==> src/design/bfm_pkg.sv <==
// ----------------------------------------------------------------------------
// bfm_pkg
// Shared types, sizes and character codes of the tape machine.
// ----------------------------------------------------------------------------
package bfm_pkg;

  localparam int TAPE_DEPTH = 32768;
  localparam int PROG_DEPTH = 4096;

  localparam int TAPE_AW = $clog2(TAPE_DEPTH);
  localparam int PROG_AW = $clog2(PROG_DEPTH);
  localparam int PC_W    = $clog2(PROG_DEPTH + 1);

  localparam logic [7:0] CH_INC   = 8'h2B;
  localparam logic [7:0] CH_DEC   = 8'h2D;
  localparam logic [7:0] CH_RIGHT = 8'h3E;
  localparam logic [7:0] CH_LEFT  = 8'h3C;
  localparam logic [7:0] CH_OPEN  = 8'h5B;
  localparam logic [7:0] CH_CLOSE = 8'h5D;
  localparam logic [7:0] CH_OUT   = 8'h2E;
  localparam logic [7:0] CH_IN    = 8'h2C;

  typedef enum logic [1:0] {
    REQ_LOAD    = 2'd0,
    REQ_STEP    = 2'd1,
    REQ_RESTART = 2'd2
  } req_type_t;

  typedef enum logic [1:0] {
    ERR_NONE    = 2'd0,
    ERR_UNKNOWN = 2'd1,
    ERR_BRACKET = 2'd2,
    ERR_FULL    = 2'd3
  } err_code_t;

  typedef enum logic [1:0] {
    SRC_NONE,
    SRC_LOAD,
    SRC_EXEC,
    SRC_SEEK
  } res_src_t;

  typedef enum logic [2:0] {
    S_WIPE,
    S_IDLE,
    S_EXEC,
    S_FWD,
    S_BWD,
    S_RESTART,
    S_RESP
  } state_t;

  typedef struct packed {
    logic     load_char;
    logic     take_byte;
    logic     restart;
    logic     clear;
    logic     exec;
    logic     seek_fwd;
    logic     seek_bwd;
    logic     out_fresh;
    logic     capture;
    logic     out_pend;
    res_src_t src;
  } ctrl_cmd_t;

  typedef struct packed {
    logic out_free;
    logic halted;
    logic clr_last;
    logic need_fwd;
    logic need_bwd;
    logic fwd_done;
    logic bwd_done;
  } dp_status_t;

endpackage

==> src/design/bfm_req_if.sv <==
// ----------------------------------------------------------------------------
// bfm_req_if
// Request channel: load, step or restart with its payload.
// ----------------------------------------------------------------------------
interface bfm_req_if;
  logic       valid;
  logic       ready;
  logic [1:0] req_type;
  logic [7:0] prog_char;
  logic [7:0] in_byte;

  modport source (output valid, output req_type, output prog_char, output in_byte,
                  input ready);
  modport sink (input valid, input req_type, input prog_char, input in_byte,
                output ready);
endinterface

==> src/design/bfm_ctrl.sv <==
// ----------------------------------------------------------------------------
// bfm_ctrl
// Controller: request decode, instruction sequencing, bracket walk, clearing.
// ----------------------------------------------------------------------------
module bfm_ctrl import bfm_pkg::*; (
  input  logic       clk,
  input  logic       rst,
  bfm_req_if.sink    req,
  input  dp_status_t st,
  output ctrl_cmd_t  cmd
);

  state_t state, state_next;
  logic   accept;

  assign req.ready = (state == S_IDLE);
  assign accept    = req.valid && (state == S_IDLE);

  always_ff @(posedge clk) begin
    if (rst) begin
      state <= S_WIPE;
    end else begin
      state <= state_next;
    end
  end

  always_comb begin
    cmd        = '0;
    cmd.src    = SRC_NONE;
    state_next = state;
    case (state)
      S_WIPE: begin
        cmd.clear = 1'b1;
        if (st.clr_last) begin
          state_next = S_IDLE;
        end
      end
      S_IDLE: begin
        if (accept) begin
          case (req.req_type)
            REQ_LOAD: begin
              cmd.load_char = 1'b1;
              cmd.src       = SRC_LOAD;
              if (st.out_free) begin
                cmd.out_fresh = 1'b1;
              end else begin
                cmd.capture = 1'b1;
                state_next  = S_RESP;
              end
            end
            REQ_STEP: begin
              cmd.take_byte = 1'b1;
              if (!st.halted) begin
                state_next = S_EXEC;
              end else if (st.out_free) begin
                cmd.out_fresh = 1'b1;
              end else begin
                cmd.capture = 1'b1;
                state_next  = S_RESP;
              end
            end
            REQ_RESTART: begin
              cmd.restart = 1'b1;
              cmd.capture = 1'b1;
              state_next  = S_RESTART;
            end
            default: begin
              if (st.out_free) begin
                cmd.out_fresh = 1'b1;
              end else begin
                cmd.capture = 1'b1;
                state_next  = S_RESP;
              end
            end
          endcase
        end
      end
      S_EXEC: begin
        cmd.exec = 1'b1;
        cmd.src  = SRC_EXEC;
        if (st.need_fwd) begin
          state_next = S_FWD;
        end else if (st.need_bwd) begin
          state_next = S_BWD;
        end else if (st.out_free) begin
          cmd.out_fresh = 1'b1;
          state_next    = S_IDLE;
        end else begin
          cmd.capture = 1'b1;
          state_next  = S_RESP;
        end
      end
      S_FWD: begin
        cmd.seek_fwd = 1'b1;
        cmd.src      = SRC_SEEK;
        if (st.fwd_done) begin
          if (st.out_free) begin
            cmd.out_fresh = 1'b1;
            state_next    = S_IDLE;
          end else begin
            cmd.capture = 1'b1;
            state_next  = S_RESP;
          end
        end
      end
      S_BWD: begin
        cmd.seek_bwd = 1'b1;
        cmd.src      = SRC_SEEK;
        if (st.bwd_done) begin
          if (st.out_free) begin
            cmd.out_fresh = 1'b1;
            state_next    = S_IDLE;
          end else begin
            cmd.capture = 1'b1;
            state_next  = S_RESP;
          end
        end
      end
      S_RESTART: begin
        cmd.clear = 1'b1;
        if (st.clr_last) begin
          state_next = S_RESP;
        end
      end
      S_RESP: begin
        if (st.out_free) begin
          cmd.out_pend = 1'b1;
          state_next   = S_IDLE;
        end
      end
      default: begin
        state_next = S_IDLE;
      end
    endcase
  end

  a_restart_clears: assert property (@(posedge clk) disable iff (rst)
    accept && req.req_type == REQ_RESTART |=> state == S_RESTART)
    else $error("restart did not start the tape clear");

endmodule

==> src/flat_wrapper.sv <==
// flat-port wrapper written by rule: the top's interface ports become plain ports
module bfm_ctrl_flat import bfm_pkg::*;
  (clk, rst, st, cmd, req_valid, req_req_type, req_prog_char, req_in_byte, req_ready);
  bfm_req_if req_i ();
  input  logic clk;
  input  logic rst;
  input  dp_status_t st;
  output ctrl_cmd_t cmd;
  input wire logic [$bits(req_i.valid)-1:0] req_valid;
  input wire logic [$bits(req_i.req_type)-1:0] req_req_type;
  input wire logic [$bits(req_i.prog_char)-1:0] req_prog_char;
  input wire logic [$bits(req_i.in_byte)-1:0] req_in_byte;
  output wire logic [$bits(req_i.ready)-1:0] req_ready;
  assign req_i.valid = req_valid;
  assign req_i.req_type = req_req_type;
  assign req_i.prog_char = req_prog_char;
  assign req_i.in_byte = req_in_byte;
  assign req_ready = req_i.ready;
  bfm_ctrl u_core (.clk(clk), .rst(rst), .req(req_i), .st(st), .cmd(cmd));
endmodule
==> config.mk <==
export PLATFORM = sky130hd
export DESIGN_NAME = bfm_ctrl_flat
export DESIGN_NICKNAME = d
export VERILOG_FILES = /design/src/design/bfm_pkg.sv /design/src/design/bfm_req_if.sv /design/src/design/bfm_ctrl.sv /design/src/flat_wrapper.sv
export SDC_FILE = /design/constraint.sdc
export NUM_CORES = 1
export LEC_CHECK = 0
export ABC_CLOCK_PERIOD_IN_PS = 2000
export BUFFER_PORTS_ARGS = -buffer_cell sky130_fd_sc_hd__buf_2
export CAP_MARGIN = 25
export CORE_MARGIN = 5
export CORE_UTILIZATION = 42
export CTS_BUF_LIST = sky130_fd_sc_hd__clkbuf_4
export DETAILED_ROUTE_END_ITERATION = 10
export GPL_TIMING_DRIVEN = 0
export HOLD_SLACK_MARGIN = 0.02
export PLACE_DENSITY = 0.81
export SLEW_MARGIN = 20
export SYNTH_ARGS = -nofsm -noshare
export SYNTH_HDL_FRONTEND = slang
export SYNTH_SLANG_ARGS = --single-unit
==> constraint.sdc <==
create_clock -name clk -period 2 [get_ports clk]
set_clock_uncertainty 0.05 [all_clocks]
set_input_delay 0.4 -clock clk [delete_from_list [all_inputs] [get_ports clk]]
set_output_delay 0.4 -clock clk [all_outputs]
set_load 0.05 [all_outputs]
==> results.py <==
metrics = {
    "grt": {
        "first_global_vias": 722,
        "grtUsageTotal_pct": 18.5,
        "antenna_found_initial": 0,
        "leftover_overflow_at_the_end_of_global_routing": 0,
        "grt_first_pass_wirelength_microns": 2990,
        "grt_start_max_net_pins": 11,
    },
    "drt": {
        "drt_first_iter_violations": 12,
        "route.final.wire_length_microns": 1840,
        "vias": 721,
        "antenna_violating_nets_post_route": 0,
        "avgRoutedWirePerCell_microns": 14.5,
        "route.detailed.vias_per_inst": 5.68,
        "drt-pass1-iter-count": 4,
        "drcViolationCount": 0,
    },
    "logic_synthesis": {
        "yosysWarnings": 0,
        "synth_top_cell_area_share_pct": 10.2,
        "synth_fp_nets": 115,
        "synthDistinctLibCells": 35,
        "post_synth_instance_area_sq_um": 612,
        "synth.top_cells.by_area": "nand2b_1 (10%), dfxtp_1 (9.8%), ha_1 (8.2%)",
        "avgSynthCellArea_sq_um": 7.37,
        "synth_enable_flop_cells": 0,
        "yosys_most_used_dff": "dfxtp_1",
        "post_synth_inst_count": 83,
        "synth_seq_area_share_pct": 9.82,
        "yosys_register_bits": 3,
        "async_reset_ff_share_pct": 0,
        "yosysTopAreaCell": "nand2b_1",
    },
    "pwr": {
        "power_switching_share_pct": 40.9,
        "cellPowerDensity_nw_per_um2": 424,
        "netSwitchingPower_uw": 159,
        "leakagePower_nw": 0.417,
        "peakVddDrop_mv": 0.232,
        "share_seq_of_total_power_pct": 17.9,
        "internal_power_uw": 230,
        "clkPwrFrac_pct": 32.3,
        "comb_power_share_pct": 49.8,
    },
    "critical_path": {
        "crit_path_max_cell_delay_ps": 360,
        "worstSetupEndpointType": "output pin",
        "crit_chain": "buf_6 > nor3_4 > a21oi_2 > a2bb2oi_4 > a21boi_2 > buf_6",
        "critPathMostFrequentCell": "buf_6",
        "req_time_crit_path_ps": 1550,
        "critical_path_peak_fanout": 10,
        "critical_path_origin": "u_core.state[0]",
        "critPathLaunchType": "flip-flop",
        "timing.critical_path.arrival_ps": 1490,
        "crit_family": "compound AO/OA/AOI/OAI gates",
        "slowest_stage": "dfxtp_2",
        "timing.setup.critical_path_class": "flip-flop to output pin",
        "r2r_setup_slack_ps": 530,
        "timing.rr.start": "u_core.state[0]",
        "timing.critical_path.buf_inv": 2,
    },
    "final_layout": {
        "share_of_layout_cells_above_drive_strength_1_pct": 50.0,
        "largest_register": "u_core.state",
        "layout_top_registers": "u_core.state: 3 flops",
        "mostFrequentLayoutCells": "buf_2 (21), nand2b_1 (9), clkbuf_4 (7), nor2_1 (6), nand2_1 (6)",
        "nNetsFinal": 145,
        "flip_flop_count_of_the_largest_register_all_copies_and_words_added": 3,
        "filler_cell_count": 126,
        "layout-area-overhead-vs-synth_pct": 49.9,
        "layout_commonest_cell": "buf_2",
        "n_antenna_cell": 0,
        "utilization_pct": 68.8,
    },
    "clock_tree": {
        "cts-buffers-inserted": 3,
        "clkSlewWorstSetupHoldPaths_ps": 40,
        "htree_num_levels": 1,
        "clock_latency_ps": 240,
        "cts_num_sinks": 3,
        "ctsRootBufferMaster": "clkbuf_4",
        "clock_tree_from_tritoncts": "done",
        "cts_max_path_buffers": 2,
    },
    "floorplanning": {
        "die_h_microns": 48.2,
        "floorplan.initialDensity_pct": 45.9,
        "die_area_sq_um": 2320,
        "core_region_area_sq_um": 1330,
        "placement_rows": 13,
        "die_width_microns": 48.2,
        "floorplan.io_pins": 41,
    },
    "placement": {
        "pre_cts_slack_ps": -296,
        "finalWeightedCongestion": 0.892,
        "dp_hpwl_microns": 1380,
        "port_buffers": 24,
    },
    "timing": {
        "maxSlewHeadroom_pct": 81.8,
        "hold_viol": 0,
        "transition_time_at_the_pin_with_the_least_slew_margin_ps": 274,
        "timing.final.setup_violations": 0,
        "final_critical_path_setup_slack_ps": 62.1,
        "finalCriticalPeriod_ps": 1940,
        "final_max_slew_viol_count": 0,
        "tns_ps": 0,
        "portion_of_the_clock_cycle_consumed_by_the_worst_path_in_the_final_layout_pct": 96.9,
        "clock.fmax_mhz": 516,
    },
    "worst_hold_path": {
        "worst_min_delay_path_startpoint": "rst",
        "hold_path_class": "input port to flip-flop",
    },
    "run": {
        "drv_cap": 0,
    },
    "run_status": {
        "run_status": "finished, final reports clean",
    },
}
logic make-up (layout without fill, tap and decap cells):
logic type,count (synthesis),in the layout,share of synthesized area (%)
simple gates,37,37,33.7
compound gates,28,28,37.4
buf+inv,9,38,6.95
mux,1,1,2.45
xor+xnor,1,1,1.43
flops,3,3,9.82
fa+ha+maj,4,4,8.18
repair_timing:
item,4_1_cts,5_1_grt
setup buffers,0,1
hold buffers,0,0
pin swaps,1,2
resized for setup,17,9
setup endpoints to repair,5,4
cell type report:
type                       count  area [sq um]  share of cell area (%)
tap                           15          18.8                    2.05
inverter                       4          15.0                    1.64
sequential                     3          61.3                    6.68
buffer                         5          38.8                    4.23
clock buffer                   4          30.0                    3.27
multi-input combinational     71           608                    66.3
timing repair buffer          25           145                    15.8
worst register-to-register path: stages (launching register included):
cell and delay [ps]:
dfxtp_2 410, mux2_4 350, a221oi_4 280, a21oi_2 70
a211oi_2 210
synthesized netlist by cell type (2+ instances only):
library cell,number
dfxtp_1,3
nand2_1,6
inv_1,4
a21oi_1,5
and2_1,5
nand2b_1,10
ha_1,4
o22ai_1,2
a21boi_0,2
o21ai_0,3
buf_2,4
and2b_1,2
a22oi_1,2
nor2_1,8
nor3_1,2
o21a_1,2
per-stage QoR:
stage	area, sq um	total power, mW	instances	hold WS (ps)
detailed placement	779	0.232	122	567
global placement	779	0.229	122	570
global route	917	0.414	127	302
CTS	885	0.385	126	297
floorplan	641	0.190	83	423
finish	917	0.389	127	312
final timing paths:
| kind | endpoint | cells past startpoint |
|---|---|---|
| min reg2reg | u_core.state[1] | 3 |
| max reg2reg | u_core.state[0] | 4 |
| max | cmd[4] | 6 |
| min | u_core.state[0] | 2 |
per-layer routing:
metal  wire length [microns]  GRT usage, %
met2                     866          30.7
met3                     153          4.43
met4                      59          12.4
met1                     758          20.8
met5                       0             0
power by group through the flow:
stage	combinational, mW	clock, mW	sequential, mW
2_1_floorplan	0.123	0	0.0673
3_3_place_gp	0.159	0	0.0692
3_5_place_dp	0.163	0	0.0692
4_1_cts	0.184	0.132	0.0689
5_1_grt	0.208	0.137	0.0694
6_report	0.194	0.126	0.0696
Note: power is estimated with default switching activity, not from simulation.
